===== src/sv/irig_pkg.sv =====
// irig_pkg: shared types, constants and helper functions for the irig-b encoder
// no dependencies; used by irig_front, irig_queue, irig_back and the top level
package irig_pkg;

  localparam int NUM_SLOTS   = 61;
  localparam int SLOT_W      = 6;
  localparam int CHAR_CNT    = 15;
  localparam int POS_W       = 4;
  localparam int QUEUE_DEPTH = 2;

  localparam logic [7:0] FRAME_MARK = 8'd35;
  localparam logic [7:0] ASCII_ZERO = 8'd48;

  // request kinds on the input channel
  localparam logic REQ_BYTE = 1'b0;
  localparam logic REQ_TICK = 1'b1;

  // configuration register indexes
  localparam logic [1:0] CFG_TICKS_PER_SLOT = 2'd0;
  localparam logic [1:0] CFG_ZERO_WIDTH     = 2'd1;
  localparam logic [1:0] CFG_ONE_WIDTH      = 2'd2;
  localparam logic [1:0] CFG_MARKER_WIDTH   = 2'd3;

  localparam logic [7:0] RST_TICKS_PER_SLOT = 8'd10;
  localparam logic [7:0] RST_ZERO_WIDTH     = 8'd2;
  localparam logic [7:0] RST_ONE_WIDTH      = 8'd5;
  localparam logic [7:0] RST_MARKER_WIDTH   = 8'd8;

  // reference marker plus P0..P6
  localparam logic [NUM_SLOTS-1:0] MARK_MASK =
    (61'd1 << 0)  | (61'd1 << 1)  | (61'd1 << 10) | (61'd1 << 20) |
    (61'd1 << 30) | (61'd1 << 40) | (61'd1 << 50) | (61'd1 << 60);

  typedef struct packed {
    logic [7:0] ticks_per_slot;
    logic [7:0] zero_width;
    logic [7:0] one_width;
    logic [7:0] marker_width;
  } cfg_t;

  // time fields of one captured frame, day of year still binary
  typedef struct packed {
    logic [8:0] day;
    logic [3:0] sec_u;
    logic [2:0] sec_t;
    logic [3:0] min_u;
    logic [2:0] min_t;
    logic [3:0] hr_u;
    logic [1:0] hr_t;
    logic [3:0] yr_u;
    logic [3:0] yr_t;
  } frame_t;

  typedef struct packed {
    logic   is_frame;
    frame_t frame;
  } cmd_t;

  typedef struct packed {
    logic full;
    logic empty;
  } q_stat_t;

  function automatic logic [3:0] nib(input logic [7:0] c);
    logic [7:0] d;
    d = c - ASCII_ZERO;
    return d[3:0];
  endfunction

  function automatic logic [8:0] days_before(input logic [3:0] month);
    logic [8:0] d;
    unique case (month)
      4'd2:    d = 9'd31;
      4'd3:    d = 9'd59;
      4'd4:    d = 9'd90;
      4'd5:    d = 9'd120;
      4'd6:    d = 9'd151;
      4'd7:    d = 9'd181;
      4'd8:    d = 9'd212;
      4'd9:    d = 9'd243;
      4'd10:   d = 9'd273;
      4'd11:   d = 9'd304;
      4'd12:   d = 9'd334;
      default: d = 9'd0;
    endcase
    return d;
  endfunction

endpackage


===== src/sv/irig_if.sv =====
// irig_in_if / irig_out_if: valid-ready channels of the irig-b encoder
// no dependencies
interface irig_in_if;
  logic       valid;
  logic       ready;
  logic       req_type;
  logic [7:0] rx_byte;

  modport source (output valid, output req_type, output rx_byte, input ready);
  modport sink   (input valid, input req_type, input rx_byte, output ready);
endinterface

interface irig_out_if;
  logic valid;
  logic ready;
  logic line_level;
  logic sending;
  logic frame_done;

  modport source (output valid, output line_level, output sending, output frame_done,
                  input ready);
  modport sink   (input valid, input line_level, input sending, input frame_done,
                  output ready);
endinterface


===== src/sv/irig_front.sv =====
// irig_front: accepts requests, captures '#...#' frames and queues tick / frame commands
// depends on irig_pkg and irig_if
module irig_front (
  input  logic                clk,
  input  logic                rst_n,
  irig_in_if.sink             in_ch,
  input  irig_pkg::q_stat_t   q_stat,
  output logic                push,
  output irig_pkg::cmd_t      push_cmd
);

  logic [7:0]                  chars_r [irig_pkg::CHAR_CNT];
  logic [7:0]                  chars_nxt [irig_pkg::CHAR_CNT];
  logic                        active_r, active_nxt;
  logic [irig_pkg::POS_W-1:0]  pos_r, pos_nxt;

  logic       accept;
  logic       is_mark;
  logic [3:0] n2, n3, n4, n5, n6, n7;
  logic [7:0] month_raw;
  logic [3:0] month;
  logic [1:0] leap_sum;
  logic       leap;
  logic [8:0] day;

  assign in_ch.ready = !q_stat.full;
  assign accept      = in_ch.valid && in_ch.ready;
  assign is_mark     = (in_ch.rx_byte == irig_pkg::FRAME_MARK);

  // day of year from the captured date characters
  always_comb begin
    n2 = irig_pkg::nib(chars_r[2]);
    n3 = irig_pkg::nib(chars_r[3]);
    n4 = irig_pkg::nib(chars_r[4]);
    n5 = irig_pkg::nib(chars_r[5]);
    n6 = irig_pkg::nib(chars_r[6]);
    n7 = irig_pkg::nib(chars_r[7]);
    // 10*y3 + y4 mod 4 is 2*y3 + y4 mod 4
    leap_sum  = {n2[0], 1'b0} + n3[1:0];
    leap      = (leap_sum == 2'd0);
    month_raw = {1'b0, n4, 3'b000} + {3'b000, n4, 1'b0} + {4'd0, n5};
    month     = (month_raw > 8'd12) ? 4'd12 : month_raw[3:0];
    day       = irig_pkg::days_before(month)
              + {8'd0, (leap && (month >= 4'd3))}
              + {2'b00, n6, 3'b000} + {4'd0, n6, 1'b0} + {5'd0, n7};
  end

  always_comb begin
    push_cmd.is_frame    = 1'b0;
    push_cmd.frame.day   = day;
    push_cmd.frame.sec_u = irig_pkg::nib(chars_r[14]);
    push_cmd.frame.sec_t = 3'(irig_pkg::nib(chars_r[13]));
    push_cmd.frame.min_u = irig_pkg::nib(chars_r[12]);
    push_cmd.frame.min_t = 3'(irig_pkg::nib(chars_r[11]));
    push_cmd.frame.hr_u  = irig_pkg::nib(chars_r[10]);
    push_cmd.frame.hr_t  = 2'(irig_pkg::nib(chars_r[9]));
    push_cmd.frame.yr_u  = n3;
    push_cmd.frame.yr_t  = n2;
    push       = 1'b0;
    active_nxt = active_r;
    pos_nxt    = pos_r;
    chars_nxt  = chars_r;
    if (accept) begin
      if (in_ch.req_type == irig_pkg::REQ_TICK) begin
        push = 1'b1;
      end else if (is_mark) begin
        if (active_r) begin
          push              = 1'b1;
          push_cmd.is_frame = 1'b1;
          active_nxt        = 1'b0;
        end else begin
          active_nxt = 1'b1;
          pos_nxt    = '0;
        end
      end else if (active_r && (pos_r < irig_pkg::POS_W'(irig_pkg::CHAR_CNT))) begin
        chars_nxt[pos_r] = in_ch.rx_byte;
        pos_nxt          = pos_r + 1'b1;
      end
    end
  end

  always_ff @(posedge clk) begin
    if (!rst_n) begin
      active_r <= 1'b0;
      pos_r    <= '0;
      for (int i = 0; i < irig_pkg::CHAR_CNT; i++) begin
        chars_r[i] <= 8'd0;
      end
    end else begin
      active_r <= active_nxt;
      pos_r    <= pos_nxt;
      chars_r  <= chars_nxt;
    end
  end

endmodule


===== src/sv/irig_queue.sv =====
// irig_queue: short command queue between the capture front and the slot sequencer
// depends on irig_pkg
module irig_queue #(
  parameter int DEPTH = irig_pkg::QUEUE_DEPTH
) (
  input  logic               clk,
  input  logic               rst_n,
  input  logic               push,
  input  irig_pkg::cmd_t     push_cmd,
  input  logic               pop,
  output irig_pkg::cmd_t     head,
  output irig_pkg::q_stat_t  q_stat
);

  localparam int PW = (DEPTH > 1) ? $clog2(DEPTH) : 1;
  localparam int CW = $clog2(DEPTH + 1);

  irig_pkg::cmd_t mem_r [DEPTH];
  logic [PW-1:0]  wr_ptr_r, wr_ptr_nxt;
  logic [PW-1:0]  rd_ptr_r, rd_ptr_nxt;
  logic [CW-1:0]  cnt_r, cnt_nxt;
  logic           do_push, do_pop;

  assign q_stat.full  = (cnt_r == CW'(DEPTH));
  assign q_stat.empty = (cnt_r == '0);
  assign do_push      = push && !q_stat.full;
  assign do_pop       = pop && !q_stat.empty;
  assign head         = mem_r[rd_ptr_r];

  always_comb begin
    wr_ptr_nxt = wr_ptr_r;
    rd_ptr_nxt = rd_ptr_r;
    cnt_nxt    = cnt_r;
    if (do_push) begin
      wr_ptr_nxt = (wr_ptr_r == PW'(DEPTH - 1)) ? '0 : wr_ptr_r + 1'b1;
    end
    if (do_pop) begin
      rd_ptr_nxt = (rd_ptr_r == PW'(DEPTH - 1)) ? '0 : rd_ptr_r + 1'b1;
    end
    case ({do_push, do_pop})
      2'b10:   cnt_nxt = cnt_r + 1'b1;
      2'b01:   cnt_nxt = cnt_r - 1'b1;
      default: cnt_nxt = cnt_r;
    endcase
  end

  always_ff @(posedge clk) begin
    if (do_push) begin
      mem_r[wr_ptr_r] <= push_cmd;
    end
  end

  always_ff @(posedge clk) begin
    if (!rst_n) begin
      wr_ptr_r <= '0;
      rd_ptr_r <= '0;
      cnt_r    <= '0;
    end else begin
      wr_ptr_r <= wr_ptr_nxt;
      rd_ptr_r <= rd_ptr_nxt;
      cnt_r    <= cnt_nxt;
    end
  end

endmodule


===== src/sv/irig_back.sv =====
// irig_back: slot sequencer; loads frames into the one-bit map and emits one result per tick
// depends on irig_pkg and irig_if
module irig_back (
  input  logic                clk,
  input  logic                rst_n,
  input  irig_pkg::cfg_t      cfg,
  input  irig_pkg::cmd_t      head,
  input  irig_pkg::q_stat_t   q_stat,
  output logic                pop,
  irig_out_if.source          out_ch
);

  logic [irig_pkg::NUM_SLOTS-1:0] ones_r, ones_nxt;
  logic                           xmit_r, xmit_nxt;
  logic [irig_pkg::SLOT_W-1:0]    slot_r, slot_nxt;
  logic [7:0]                     tick_r, tick_nxt;
  logic                           out_valid_r, out_valid_nxt;
  logic                           level_r, level_nxt;
  logic                           sending_r, sending_nxt;
  logic                           done_r, done_nxt;

  logic        can_emit;
  logic [8:0]  day;
  logic [1:0]  hund;
  logic [6:0]  rem;
  logic [13:0] tens_prod;
  logic [3:0]  tens;
  logic [6:0]  units_full;
  logic [7:0]  width;
  logic [8:0]  tick_inc;
  logic        slot_end;

  assign can_emit = !out_valid_r || out_ch.ready;
  assign pop      = !q_stat.empty && (head.is_frame || can_emit);

  // day of year into bcd: hundreds by compares, tens by reciprocal of ten
  // only the low two bits of the hundreds digit are sent
  always_comb begin
    day = head.frame.day;
    if (day >= 9'd500) begin
      hund = 2'd1;
      rem  = 7'(day - 9'd500);
    end else if (day >= 9'd400) begin
      hund = 2'd0;
      rem  = 7'(day - 9'd400);
    end else if (day >= 9'd300) begin
      hund = 2'd3;
      rem  = 7'(day - 9'd300);
    end else if (day >= 9'd200) begin
      hund = 2'd2;
      rem  = 7'(day - 9'd200);
    end else if (day >= 9'd100) begin
      hund = 2'd1;
      rem  = 7'(day - 9'd100);
    end else begin
      hund = 2'd0;
      rem  = day[6:0];
    end
    tens_prod  = {7'd0, rem} * 14'd103;
    tens       = tens_prod[13:10];
    units_full = rem - {tens[3:0], 3'b000} - {2'b00, tens, 1'b0};
  end

  always_comb begin
    ones_nxt        = '0;
    ones_nxt[5:2]   = head.frame.sec_u;
    ones_nxt[9:7]   = head.frame.sec_t;
    ones_nxt[14:11] = head.frame.min_u;
    ones_nxt[18:16] = head.frame.min_t;
    ones_nxt[24:21] = head.frame.hr_u;
    ones_nxt[27:26] = head.frame.hr_t;
    ones_nxt[34:31] = units_full[3:0];
    ones_nxt[39:36] = tens;
    ones_nxt[42:41] = hund;
    ones_nxt[54:51] = head.frame.yr_u;
    ones_nxt[59:56] = head.frame.yr_t;
  end

  always_comb begin
    if (irig_pkg::MARK_MASK[slot_r]) begin
      width = cfg.marker_width;
    end else if (ones_r[slot_r]) begin
      width = cfg.one_width;
    end else begin
      width = cfg.zero_width;
    end
    tick_inc = {1'b0, tick_r} + 9'd1;
    slot_end = (tick_inc >= {1'b0, cfg.ticks_per_slot});
  end

  always_comb begin
    xmit_nxt      = xmit_r;
    slot_nxt      = slot_r;
    tick_nxt      = tick_r;
    out_valid_nxt = out_valid_r && !out_ch.ready;
    level_nxt     = level_r;
    sending_nxt   = sending_r;
    done_nxt      = done_r;
    if (pop) begin
      if (head.is_frame) begin
        xmit_nxt = 1'b1;
        slot_nxt = '0;
        tick_nxt = '0;
      end else begin
        out_valid_nxt = 1'b1;
        level_nxt     = 1'b0;
        sending_nxt   = 1'b0;
        done_nxt      = 1'b0;
        if (xmit_r) begin
          level_nxt   = (width > tick_r);
          sending_nxt = 1'b1;
          if (slot_end) begin
            tick_nxt = '0;
            if (slot_r >= irig_pkg::SLOT_W'(irig_pkg::NUM_SLOTS - 1)) begin
              done_nxt = 1'b1;
              xmit_nxt = 1'b0;
              slot_nxt = '0;
            end else begin
              slot_nxt = slot_r + 1'b1;
            end
          end else begin
            tick_nxt = tick_inc[7:0];
          end
        end
      end
    end
  end

  always_ff @(posedge clk) begin
    if (pop && head.is_frame) begin
      ones_r <= ones_nxt;
    end
    level_r   <= level_nxt;
    sending_r <= sending_nxt;
    done_r    <= done_nxt;
  end

  always_ff @(posedge clk) begin
    if (!rst_n) begin
      xmit_r      <= 1'b0;
      slot_r      <= '0;
      tick_r      <= '0;
      out_valid_r <= 1'b0;
    end else begin
      xmit_r      <= xmit_nxt;
      slot_r      <= slot_nxt;
      tick_r      <= tick_nxt;
      out_valid_r <= out_valid_nxt;
    end
  end

  assign out_ch.valid      = out_valid_r;
  assign out_ch.line_level = level_r;
  assign out_ch.sending    = sending_r;
  assign out_ch.frame_done = done_r;

endmodule


===== src/sv/irig_b_time_code_encoder_top.sv =====
// irig_b_time_code_encoder_top: irig-b time code encoder, top level with config registers
// depends on irig_pkg, irig_if, irig_front, irig_queue and irig_back
//
// Usage:
//   in_ch carries requests: req_type 0 is a received ascii byte (rx_byte), req_type 1
//   is a millisecond tick. Bytes between two '#' form a frame 'YYYYMMDD?hhmmss'; the
//   closing '#' starts a 61-slot irig-b frame from slot 0, tick 0.
//   out_ch carries one result per tick request (line_level, sending, frame_done) and
//   nothing for byte requests; with no frame running all three fields are 0.
//   cfg_we/cfg_idx/cfg_wdata write ticks_per_slot, zero_width, one_width and
//   marker_width; write them only while the block is idle.
// Timing:
//   one request is taken every cycle while the command queue is not full. A tick is
//   written into the command queue when it is taken and passes from the queue head
//   into the output register once out_ch can take a new result; a closing '#' is
//   queued the same way and takes effect before any later tick. The slot sequencer
//   pops one queue entry per cycle; a tick entry waits while out_ch stalls.
// Reset and stalls:
//   reset clears the capture state, the queue and the sequencer and loads the default
//   widths (10, 2, 5, 8). When out_ch stalls, ticks collect in the queue
//   (QUEUE_DEPTH entries) and in_ch.ready drops once it is full.
module irig_b_time_code_encoder_top #(
  parameter int QUEUE_DEPTH = irig_pkg::QUEUE_DEPTH
) (
  input  logic        clk,
  input  logic        rst_n,
  irig_in_if.sink     in_ch,
  irig_out_if.source  out_ch,
  input  logic        cfg_we,
  input  logic [1:0]  cfg_idx,
  input  logic [7:0]  cfg_wdata
);

  irig_pkg::cfg_t    cfg_r, cfg_nxt;
  irig_pkg::cmd_t    push_cmd;
  irig_pkg::cmd_t    head;
  irig_pkg::q_stat_t q_stat;
  logic              push;
  logic              pop;

  always_comb begin
    cfg_nxt = cfg_r;
    if (cfg_we) begin
      unique case (cfg_idx)
        irig_pkg::CFG_TICKS_PER_SLOT: cfg_nxt.ticks_per_slot = cfg_wdata;
        irig_pkg::CFG_ZERO_WIDTH:     cfg_nxt.zero_width     = cfg_wdata;
        irig_pkg::CFG_ONE_WIDTH:      cfg_nxt.one_width      = cfg_wdata;
        irig_pkg::CFG_MARKER_WIDTH:   cfg_nxt.marker_width   = cfg_wdata;
        default:                      cfg_nxt = cfg_r;
      endcase
    end
  end

  always_ff @(posedge clk) begin
    if (!rst_n) begin
      cfg_r.ticks_per_slot <= irig_pkg::RST_TICKS_PER_SLOT;
      cfg_r.zero_width     <= irig_pkg::RST_ZERO_WIDTH;
      cfg_r.one_width      <= irig_pkg::RST_ONE_WIDTH;
      cfg_r.marker_width   <= irig_pkg::RST_MARKER_WIDTH;
    end else begin
      cfg_r <= cfg_nxt;
    end
  end

  irig_front u_front (
    .clk      (clk),
    .rst_n    (rst_n),
    .in_ch    (in_ch),
    .q_stat   (q_stat),
    .push     (push),
    .push_cmd (push_cmd)
  );

  irig_queue #(
    .DEPTH (QUEUE_DEPTH)
  ) u_queue (
    .clk      (clk),
    .rst_n    (rst_n),
    .push     (push),
    .push_cmd (push_cmd),
    .pop      (pop),
    .head     (head),
    .q_stat   (q_stat)
  );

  irig_back u_back (
    .clk    (clk),
    .rst_n  (rst_n),
    .cfg    (cfg_r),
    .head   (head),
    .q_stat (q_stat),
    .pop    (pop),
    .out_ch (out_ch)
  );

endmodule

===== src/flat_wrapper.sv =====
// flat-port wrapper written by rule: the top's interface ports become plain ports
module irig_b_time_code_encoder_top_flat 
#(
  parameter int QUEUE_DEPTH = irig_pkg::QUEUE_DEPTH
)
  (clk, rst_n, cfg_we, cfg_idx, cfg_wdata, in_ch_valid, in_ch_req_type, in_ch_rx_byte, in_ch_ready, out_ch_valid, out_ch_line_level, out_ch_sending, out_ch_frame_done, out_ch_ready);
  irig_in_if in_ch_i ();
  irig_out_if out_ch_i ();
  input  logic clk;
  input  logic rst_n;
  input  logic cfg_we;
  input  logic [1:0] cfg_idx;
  input  logic [7:0] cfg_wdata;
  input wire logic [$bits(in_ch_i.valid)-1:0] in_ch_valid;
  input wire logic [$bits(in_ch_i.req_type)-1:0] in_ch_req_type;
  input wire logic [$bits(in_ch_i.rx_byte)-1:0] in_ch_rx_byte;
  output wire logic [$bits(in_ch_i.ready)-1:0] in_ch_ready;
  output wire logic [$bits(out_ch_i.valid)-1:0] out_ch_valid;
  output wire logic [$bits(out_ch_i.line_level)-1:0] out_ch_line_level;
  output wire logic [$bits(out_ch_i.sending)-1:0] out_ch_sending;
  output wire logic [$bits(out_ch_i.frame_done)-1:0] out_ch_frame_done;
  input wire logic [$bits(out_ch_i.ready)-1:0] out_ch_ready;
  assign in_ch_i.valid = in_ch_valid;
  assign in_ch_i.req_type = in_ch_req_type;
  assign in_ch_i.rx_byte = in_ch_rx_byte;
  assign in_ch_ready = in_ch_i.ready;
  assign out_ch_valid = out_ch_i.valid;
  assign out_ch_line_level = out_ch_i.line_level;
  assign out_ch_sending = out_ch_i.sending;
  assign out_ch_frame_done = out_ch_i.frame_done;
  assign out_ch_i.ready = out_ch_ready;
  irig_b_time_code_encoder_top #(.QUEUE_DEPTH(QUEUE_DEPTH)) u_core (.clk(clk), .rst_n(rst_n), .in_ch(in_ch_i), .out_ch(out_ch_i), .cfg_we(cfg_we), .cfg_idx(cfg_idx), .cfg_wdata(cfg_wdata));
endmodule

===== config.mk =====
export PLATFORM = sky130hd
export DESIGN_NAME = irig_b_time_code_encoder_top_flat
export DESIGN_NICKNAME = d
export VERILOG_FILES = /design/src/sv/irig_pkg.sv /design/src/sv/irig_if.sv /design/src/sv/irig_front.sv /design/src/sv/irig_queue.sv /design/src/sv/irig_back.sv /design/src/sv/irig_b_time_code_encoder_top.sv /design/src/flat_wrapper.sv
export SDC_FILE = /design/constraint.sdc
export NUM_CORES = 1
export LEC_CHECK = 0
export BUFFER_PORTS_ARGS = -buffer_cell sky130_fd_sc_hd__buf_2
export CAP_MARGIN = 20
export CORE_MARGIN = 4
export CORE_UTILIZATION = 33
export CTS_CLUSTER_SIZE = 40
export DETAILED_ROUTE_END_ITERATION = 8
export PLACE_DENSITY = 0.53
export SLEW_MARGIN = 40
export SYNTH_ARGS = -nofsm -noshare
export SYNTH_HDL_FRONTEND = slang
export SYNTH_SLANG_ARGS = --single-unit

===== constraint.sdc =====
create_clock -name clk -period 8.6 [get_ports clk]
set_input_delay 0.86 -clock clk [delete_from_list [all_inputs] [get_ports clk]]
set_output_delay 0.86 -clock clk [all_outputs]
set_load 0.01 [all_outputs]

Yosys cells after proc, flatten, opt, wreduce, memory -nomap -nowiden --
Memories as Yosys holds them, arrays and structs flattened. A register that Yosys moved wholly into a read port is not among the register bits. Index checks and enable logic that the tools add are counted.
Storage, ports and cells: register bits 218, bits in latches 0, RAM bits 76, bits in read-only memories 208, input port bits 24, output and inout bits 5, word-level logic and storage cells 183, memories kept 3
Memory list:
- (name not given) | words 16, width 9, read ports 1, clocked after memory_dff 0, wr ports 0, line irig_pkg.sv:72 | unique case (month)
- u_core.u_queue.mem_r | words 2, width 38, read ports 1, clocked after memory_dff 1, wr ports 1, line irig_queue.sv:18 | irig_pkg::cmd_t mem_r [DEPTH];
- (name not given) | words 64, width 1, read ports 1, clocked after memory_dff 1, wr ports 0, line irig_back.sv:80 | if (irig_pkg::MARK_MASK[slot_r]) begin
Cells by class: add/subtract/negate cells 33, $mul 1, div/mod/pow operators 0, order comparisons 14, equality and inequality tests 8, shift-type cells 0, muxes and demuxes 52, bitwise operators 4, reduce and logical (&&, ||, !) cells 34
Operators with widths (count):
- $bwmux W120 | 1
- $mux W8 | 6
- $mux W6 | 6
- $sub A4 B1 Y4 const B | 9
- $mux W7 | 5
- $demux W8 S4 | 1
- $ge A9 B9 Y1 const B | 3
- $mux W1 | 25
- $sub A7 B7 Y7 const B | 3
- $mux W4 | 4
- $mul A7 B7 Y14 const B | 1
- $reduce_and A2 Y1 | 7
- $add A8 B1 Y9 const B | 1
- $add A9 B1 Y9 | 1
- $add A9 B4 Y9 | 1
- $add A9 B5 Y9 | 1
- $add A9 B7 Y9 | 1
- $ge A9 B7 Y1 const B | 1
- $ge A9 B8 Y1 | 1
- $ge A9 B8 Y1 const B | 1
- $logic_and A1 B1 Y1 | 9
- $add A7 B5 Y8 | 1
- $add A8 B4 Y8 | 1
- $eq A2 B2 Y1 const B | 4
- other kinds (33) | 52

Logic depth before layout (Yosys ltp) --
Gate-level depths: netlist of run 1.
depth in word-level cells 11, depth in mapped cells 33, gate-level depth less buffers 29

By module --
Synthesis of run 1 repeated with hierarchy kept, for this count alone.
Second synthesis, totals: cell total of the unflattened synthesis 1133, area total of the unflattened synthesis 12509.5 µm²
By module, submodules not included:
- irig_back | times used 1, cells each 490, area an instance 4857.2 µm², sequential area each 1571.5 µm²
- irig_front | times used 1, cells each 376, area an instance 3440.8 µm², sequential area each 980.9 µm²
- irig_queue | times used 1, cells each 144, area an instance 2966.6 µm², sequential area each 2382.3 µm²
- irig_b_time_code_encoder_top | times used 1, cells each 123, area an instance 1244.9 µm², sequential area each 640.6 µm²

Worst setup path after synthesis of run 1 --
No wires, ideal clock.
kind register to register, start point register (tool-made name), end point register u_core.u_back.ones_r[34] (netlist bit) (data pin), setup time 268 ps, arrival time 6582 ps, data required time 8332 ps, path slack 1750 ps, stages on the path, launching flop included 33, period minus slack after synthesis 6850 ps, cells stage by stage dfxtp_1 -> buf_6 -> buf_12 -> buf_2 -> mux2i_1 -> inv_1 -> ha_1 -> a21o_1 -> a211oi_2 -> or2_1 -> buf_6 -> o21ai_0 -> and4_4 -> nor3_4 -> inv_1 -> ha_1 -> inv_1 -> fa_1 -> inv_1 -> fa_1 -> ha_1 -> ha_1 -> a21o_1 -> a21oi_1 -> a31oi_1 -> o21a_1 -> o21a_1 -> nor2_1 -> ha_1 -> nand2_1 -> nand2_1 -> xor2_1 -> xnor3_1
RTL lines:
- end signal: assignment | line irig_back.sv:131 | ones_r <= ones_nxt;
- end: declaration | line irig_back.sv:13 | logic [irig_pkg::NUM_SLOTS-1:0] ones_r, ones_nxt;

==> impl_metrics.env, run 1 <==
export IMPL_yosysMostFrequentCell="nand2_1"
export IMPL_dieHeight_um=200
export IMPL_ys_flop_type="edfxtp_1"
export IMPL_slew_viol_final=0
export IMPL_grt_first_pass_wirelength_um=41200
export IMPL_p_leak_nw=5.20
export IMPL_rsz0062_at_grt="no"
export IMPL_ys_ff_latch=220
export IMPL_reg2reg_slack_ns=1.30
export IMPL_worstPathRequired_ns=8.84
export IMPL_io_pins=29
export IMPL_yosysTopAreaCell="edfxtp_1"
export IMPL_start_util=0.334
export IMPL_syn2layout_area_growth_pct=11.3
export IMPL_setup_viol=0
export IMPL_holdPathEnd="u_core.u_queue.mem_r[0][17]$_DFFE_PP_"
export IMPL_yosysSeqAreaShare=0.459
export IMPL_synth_area_top_cells="edfxtp_1 29%, dfxtp_1 17%, ha_1 11%"
export IMPL_cp_slowest_cell="dfxtp_2"
export IMPL_synth_top_area_share=0.289
export IMPL_ctsResizeCount=0
export IMPL_critPathKind="reg2reg"
export IMPL_numPortBuffers=28
export IMPL_crit_fanout=37
export IMPL_die_area_mm2=0.0400
export IMPL_cap_violations=0
export IMPL_antenna_cells=0
export IMPL_worst_slew_pin_slew_ns=0.907
export IMPL_cts_root_buffer_cell="clkbuf_16"
export IMPL_cp_start_kind="register"
export IMPL_status="completed"
export IMPL_htreeDepth=1
export IMPL_dr_pass1_iters=5
export IMPL_hold_class="reg2reg"
export IMPL_routed_wl_um=25300
export IMPL_netlist_area_mm2=0.0122
export IMPL_antenna_found_initial=0
export IMPL_clock_latency_ns=0.53
export IMPL_r2r_end="u_core.u_back.ones_r[34]$_DFFE_PP_"
export IMPL_fin_nets=1311
export IMPL_cts_hold_buf=0
export IMPL_p_per_area_mw_per_mm2=317
export IMPL_crit_family="adder cells"
export IMPL_viasPerCell=4.91
export IMPL_ant_nets=0
export IMPL_numClockSinks=220
export IMPL_synth_edff_count=117
export IMPL_die_w_um=200
export IMPL_period_needed_ns=7.30
export IMPL_core_rowCount=70
export IMPL_finalCritPeriodShare=0.849
export IMPL_max_vdd_ir_drop_mv=0.335
export IMPL_drive_above_1_share=0.121
export IMPL_setup_tns_ns=0
export IMPL_end_kind="register"
export IMPL_core_mm2=0.0364
export IMPL_grt_pass1_vias=7764
export IMPL_grt_overflow_total=0
export IMPL_cp_num_buf_inv=4
export IMPL_finalHoldViolations=0
export IMPL_max_slew_margin_rel=0.388
export IMPL_cp_common_cell="ha_1"
export IMPL_cp_arrival_ns=7.55
export IMPL_avgSynthCellArea_um2=10.5
export IMPL_synthesis_nets=1299
export IMPL_drtIter0Drc=345
export IMPL_synth_warnings=0
export IMPL_cts_tree="built"
export IMPL_hpwl_um=17700
export IMPL_slowest_delay_ns=0.55
export IMPL_postCtsSetupRepairBufs=0
export IMPL_clockBufferDepth=3
export IMPL_p_total_w=0.00428
export IMPL_synth_async_reset_ratio=0
export IMPL_remaining_drc_errors=0
export IMPL_cts_made_buffers=24
export IMPL_vias=8110
export IMPL_max_freq_mhz=137
export IMPL_grt_max_degree=88
export IMPL_reg2reg_depth=29
export IMPL_hp_start="u_core.u_front.chars_r[16]$_SDFFE_PN0P_"
export IMPL_post_drt_wl_per_cell_um=15.3
export IMPL_grt_use_total=0.126
export IMPL_yosys_top_cells_count="151 x nand2_1, 117 x edfxtp_1, 104 x ha_1"
export IMPL_postSynthCellCount=1155
export IMPL_clk_pin_slew_ns=0.06
export IMPL_gp_congestion=0.800
export IMPL_hold_depth=0
export IMPL_yosysUniqueCellTypes=84
export IMPL_fin_worst_skew_ns=0.0336
[layout make-up]
class / instances / area [µm²]
flip-flops and latches: 220 / 5580
fillers: 3609 / 22900
clock inverters: 18 / 188
clock buffers: 26 / 608
multi-input cells: 805 / 6070
inverters: 79 / 297
repair buffers: 37 / 208
well taps: 468 / 586
[sequential cells by signal (all words and copies together) (netlist names), named ones only]
signal                           count
u_core.cfg_r                        32
u_core.u_back.ones_r                38
u_core.u_back.out_ch.frame_done      1
u_core.u_back.out_ch.line_level      1
u_core.u_back.out_ch.sending         1
u_core.u_back.out_ch.valid           1
u_core.u_back.slot_r                 6
u_core.u_back.tick_r                 8
u_core.u_back.xmit_r                 1
u_core.u_front.active_r              1
u_core.u_front.chars_r              44
u_core.u_front.pos_r                 4
u_core.u_queue.cnt_r                 2
u_core.u_queue.mem_r                76
u_core.u_queue.rd_ptr_r              1
u_core.u_queue.wr_ptr_r              1
[stage by stage]
step	cells	hold slack [ns]	cell area, µm²	setup slack, ns	utilization
3_3_place_gp	1609	0.439	12700	1.38	0.349
4_1_cts	1653	0.445	13500	1.23	0.371
6_report	1653	0.449	13500	1.30	0.371
2_1_floorplan	1155	0.425	12200	1.75	-
5_1_grt	1653	0.467	13500	0.775	0.371
3_5_place_dp	1609	0.438	12700	1.25	0.349
[worst max path at each step]
stage                        start                            endpoint  slack [ns]  cells after the start
final                     register  u_core.u_back.ones_r[34]$_DFFE_PP_        1.30                     29
after global routing      register  u_core.u_back.ones_r[34]$_DFFE_PP_        0.77                     30
after CTS                 register  u_core.u_back.ones_r[34]$_DFFE_PP_        1.23                     28
after detailed placement  register  u_core.u_back.ones_r[34]$_DFFE_PP_        1.25                     28
after global placement    register  u_core.u_back.ones_r[34]$_DFFE_PP_        1.38                     28
after floorplan           register  u_core.u_back.ones_r[34]$_DFFE_PP_        1.75                     32
[report_power, final]
group          total, W  internal [W]  switching (W)
Sequential      0.00136       0.00132      0.0000418
Clock           0.00102      0.000583       0.000433
Combinational   0.00190      0.000855        0.00105
[cell families after synthesis]
| logic type | synth area share |
|---|---|
| and+or+nand+nor | 0.144 |
| DFF | 0.459 |
| AOI/OAI and AO/OA | 0.128 |
| buffers and inverters | 0.0441 |
| adders and majority gates | 0.133 |
| muxes | 0.0670 |
| xor gates and xnor gates | 0.0249 |
[worst register-to-register path: cells and delay by family (launching register included)]
kind                     cells  cell delay [ns]
multiplexers                 1             0.18
AO/OA/AOI/OAI                8             1.51
flip-flops                   1             0.55
adder cells (fa/ha/maj)      7             2.41
XOR/XNOR                     2             0.39
AND/OR/NAND/NOR              7             1.24
buffers and inverters        4             0.77
[layout by cell type, fill, tap and decap left out, types with 10 or more instances in the layout]
cell       synthesis  final
nand2_1          151    151
edfxtp_1         117    117
ha_1             104    104
dfxtp_1          103    102
inv_1             73     73
nand3_1           68     68
a21boi_0          66     66
nor2_1            46     44
a21oi_1           35     35
mux2_2            30     30
mux2i_1           29     28
o21ai_0           28     28
buf_2              8     28
clkbuf_16          0     24
xnor2_1           21     21
nor2b_1           19     19
and2_1            16     16
fa_1              16     16
nor3_1            14     13
a21o_1            12     12
xor2_1            11     11
nand4_1           11     11
and3_1            10     10
[metal layers]
metal  share of wire  vias to the layer above  GRT usage
met1            0.50                     3855      0.183
met4           0.014                        0     0.0259
li1                -                     4126          -
met2            0.45                      104      0.202
met5               0                        -          0
met3           0.032                       25     0.0166
(Power assumes the default switching activity.)
==> run 2: changes to the inputs <==
==> constraint.sdc (replaced) <==
create_clock -name clk -period 7.1 [get_ports clk]
set_input_delay 0.71 -clock clk [delete_from_list [all_inputs] [get_ports clk]]
set_output_delay 0.71 -clock clk [all_outputs]
set_load 0.01 [all_outputs]
==> run 2 against run 1 <==
  * Global-route usage grew 0.058 points
  * Fmax increased by 12%
  * First-iteration DRC count increased by 12%
  * Design area increased by 0.48%
  * Clock power up 23%
  * Via count grew 0.11%
  * Largest power group unchanged
  * Setup slack worse by 0.75 ns
  * Die area unchanged
  * Count of clock-buffer cells in the layout unchanged
  * Clock skew decreased by 0.016 ns
  * Non-clock buffer count rose by 7
==> impl_metrics.env, run 2 (synthesis gave the netlist of run 1 again) <==
export IMPL_hpwl_um=17400
export IMPL_fin_cells=1658
export IMPL_drive_above_1_share=0.130
export IMPL_grt_max_degree=105
export IMPL_gp_congestion=0.810
export IMPL_syn2layout_area_growth_pct=11.8
export IMPL_routed_wl_um=25000
export IMPL_max_vdd_ir_drop_mv=0.322
export IMPL_crit_fanout=12
export IMPL_grt_use_total=0.126
export IMPL_start_util=0.334
export IMPL_finalCritPeriodShare=0.922
export IMPL_antenna_found_initial=0
export IMPL_max_slew_margin_rel=0.483
export IMPL_regArea_mm2=0.00558
export IMPL_p_total_w=0.00517
export IMPL_max_freq_mhz=153
export IMPL_reg_top3="u_core.u_queue.mem_r (76), u_core.u_front.chars_r (44), u_core.u_back.ones_r (38)"
export IMPL_viasPerCell=4.90
export IMPL_dp_cells=1616
export IMPL_cp_common_cell="ha_1"
export IMPL_cp_arrival_ns=6.79
export IMPL_htreeDepth=1
export IMPL_core_mm2=0.0364
export IMPL_die_area_mm2=0.0400
export IMPL_grt_overflow_total=0
export IMPL_top_register="u_core.u_queue.mem_r"
export IMPL_grt_pass1_vias=7734
export IMPL_numPortBuffers=28
export IMPL_cp_slowest_cell="fa_1"
export IMPL_rsz0062_at_grt="no"
export IMPL_ant_nets=0
export IMPL_cp_start_kind="register"
export IMPL_setup_tns_ns=0
export IMPL_clk_pin_slew_ns=0.06
export IMPL_multi_input_area_mm2=0.00607
export IMPL_critPathKind="reg2reg"
export IMPL_largest_reg_flops=76
export IMPL_cts_root_buffer_cell="clkbuf_16"
export IMPL_period_needed_ns=6.55
export IMPL_drtIter0Drc=387
export IMPL_cts_made_buffers=23
export IMPL_fin_worst_skew_ns=0.0180
export IMPL_clockBufferDepth=3
export IMPL_hold_ws_ns=0.449
export IMPL_numClockSinks=220
export IMPL_final_cell_mix="151 x nand2_1, 117 x edfxtp_1, 103 x ha_1"
export IMPL_fill_cells=3638
export IMPL_finalHoldViolations=0
export IMPL_io_pins=29
export IMPL_dieHeight_um=200
export IMPL_finalInstanceArea_mm2=0.0136
export IMPL_cap_violations=0
export IMPL_slowest_delay_ns=0.48
export IMPL_p_per_area_mw_per_mm2=380
export IMPL_cts_tree="built"
export IMPL_dr_pass1_iters=5
export IMPL_remaining_drc_errors=0
export IMPL_setup_viol=0
export IMPL_worstPathRequired_ns=7.34
export IMPL_hold_class="reg2reg"
export IMPL_p_leak_nw=5.27
export IMPL_clock_latency_ns=0.51
export IMPL_slew_viol_final=0
export IMPL_vias=8119
export IMPL_grt_first_pass_wirelength_um=41400
export IMPL_end_kind="register"
export IMPL_status="completed"
export IMPL_final_common_cell="nand2_1"
export IMPL_post_drt_wl_per_cell_um=15.1
export IMPL_placed_area_mm2=0.0128
export IMPL_worst_slew_pin_slew_ns=0.773
export IMPL_core_rowCount=70
export IMPL_postCtsSetupRepairBufs=0
export IMPL_die_w_um=200
export IMPL_fin_nets=1317
export IMPL_antenna_cells=0
run 2: worst paths after layout:
| check | start | endpoint | slack [ns] | cells past startpoint |
|---|---|---|---|---|
| worst min-delay path | u_core.u_front.chars_r[40]$_SDFFE_PN0P_ | u_core.u_queue.mem_r[0][8]$_DFFE_PP_ | 0.45 | 0 |
| worst min register to register | u_core.u_front.chars_r[40]$_SDFFE_PN0P_ | u_core.u_queue.mem_r[0][8]$_DFFE_PP_ | 0.45 | 0 |
| worst max-delay path | register | u_core.u_back.ones_r[34]$_DFFE_PP_ | 0.55 | 28 |
| worst max register to register | register | u_core.u_back.ones_r[34]$_DFFE_PP_ | 0.55 | 28 |
run 2: area by class of cell:
class,instances,share of cell area
Clock buffer,26,0.0462
Inverter,79,0.0218
Timing Repair Buffer,44,0.0194
Sequential cell,220,0.410
Tap cell,468,0.0431
Clock inverter,16,0.0126
Multi-Input combinational cell,805,0.447
run 2: stage by stage:
| step | util | setup slack, ns |
|---|---|---|
| final | 0.373 | 0.551 |
| after global routing | 0.373 | 0.0724 |
| after CTS | 0.373 | 0.310 |
| after detailed placement | 0.351 | 0.342 |
| after global placement | 0.351 | 0.442 |
| after floorplan | - | 0.250 |
run 2: where the power goes:
group	internal, W	switching (W)	total [W]
logic	0.00104	0.00123	0.00227
clock network	0.000751	0.000498	0.00125
registers	0.00160	0.0000488	0.00165
run 2: timing repair:
action / 4_1_cts / 5_1_grt
resized for setup: 0 / 3
endpoints found under the setup margin: 0 / 1
hold endpoints to repair: 0 / 0
hold buffers: 0 / 0
run 2: routing by layer:
layer  part of all wire  global-route usage  vias to the layer above
li1                   -                   -                     4137
met1               0.50               0.188                     3845
met2               0.45               0.199                      109
met3              0.030              0.0161                       28
met4              0.015              0.0249                        0
met5                  0                   0                        -
run 2: worst max-delay path: cells and delay by family (launching register included):
| family | cells | cell delay [ns] |
|---|---|---|
| XOR/XNOR | 2 | 0.38 |
| AO/OA/AOI/OAI | 8 | 1.44 |
| buffers and inverters | 4 | 0.36 |
| AND/OR/NAND/NOR | 6 | 0.97 |
| adder cells (fa/ha/maj) | 7 | 2.40 |
| multiplexers | 1 | 0.24 |
| flip-flops | 1 | 0.46 |
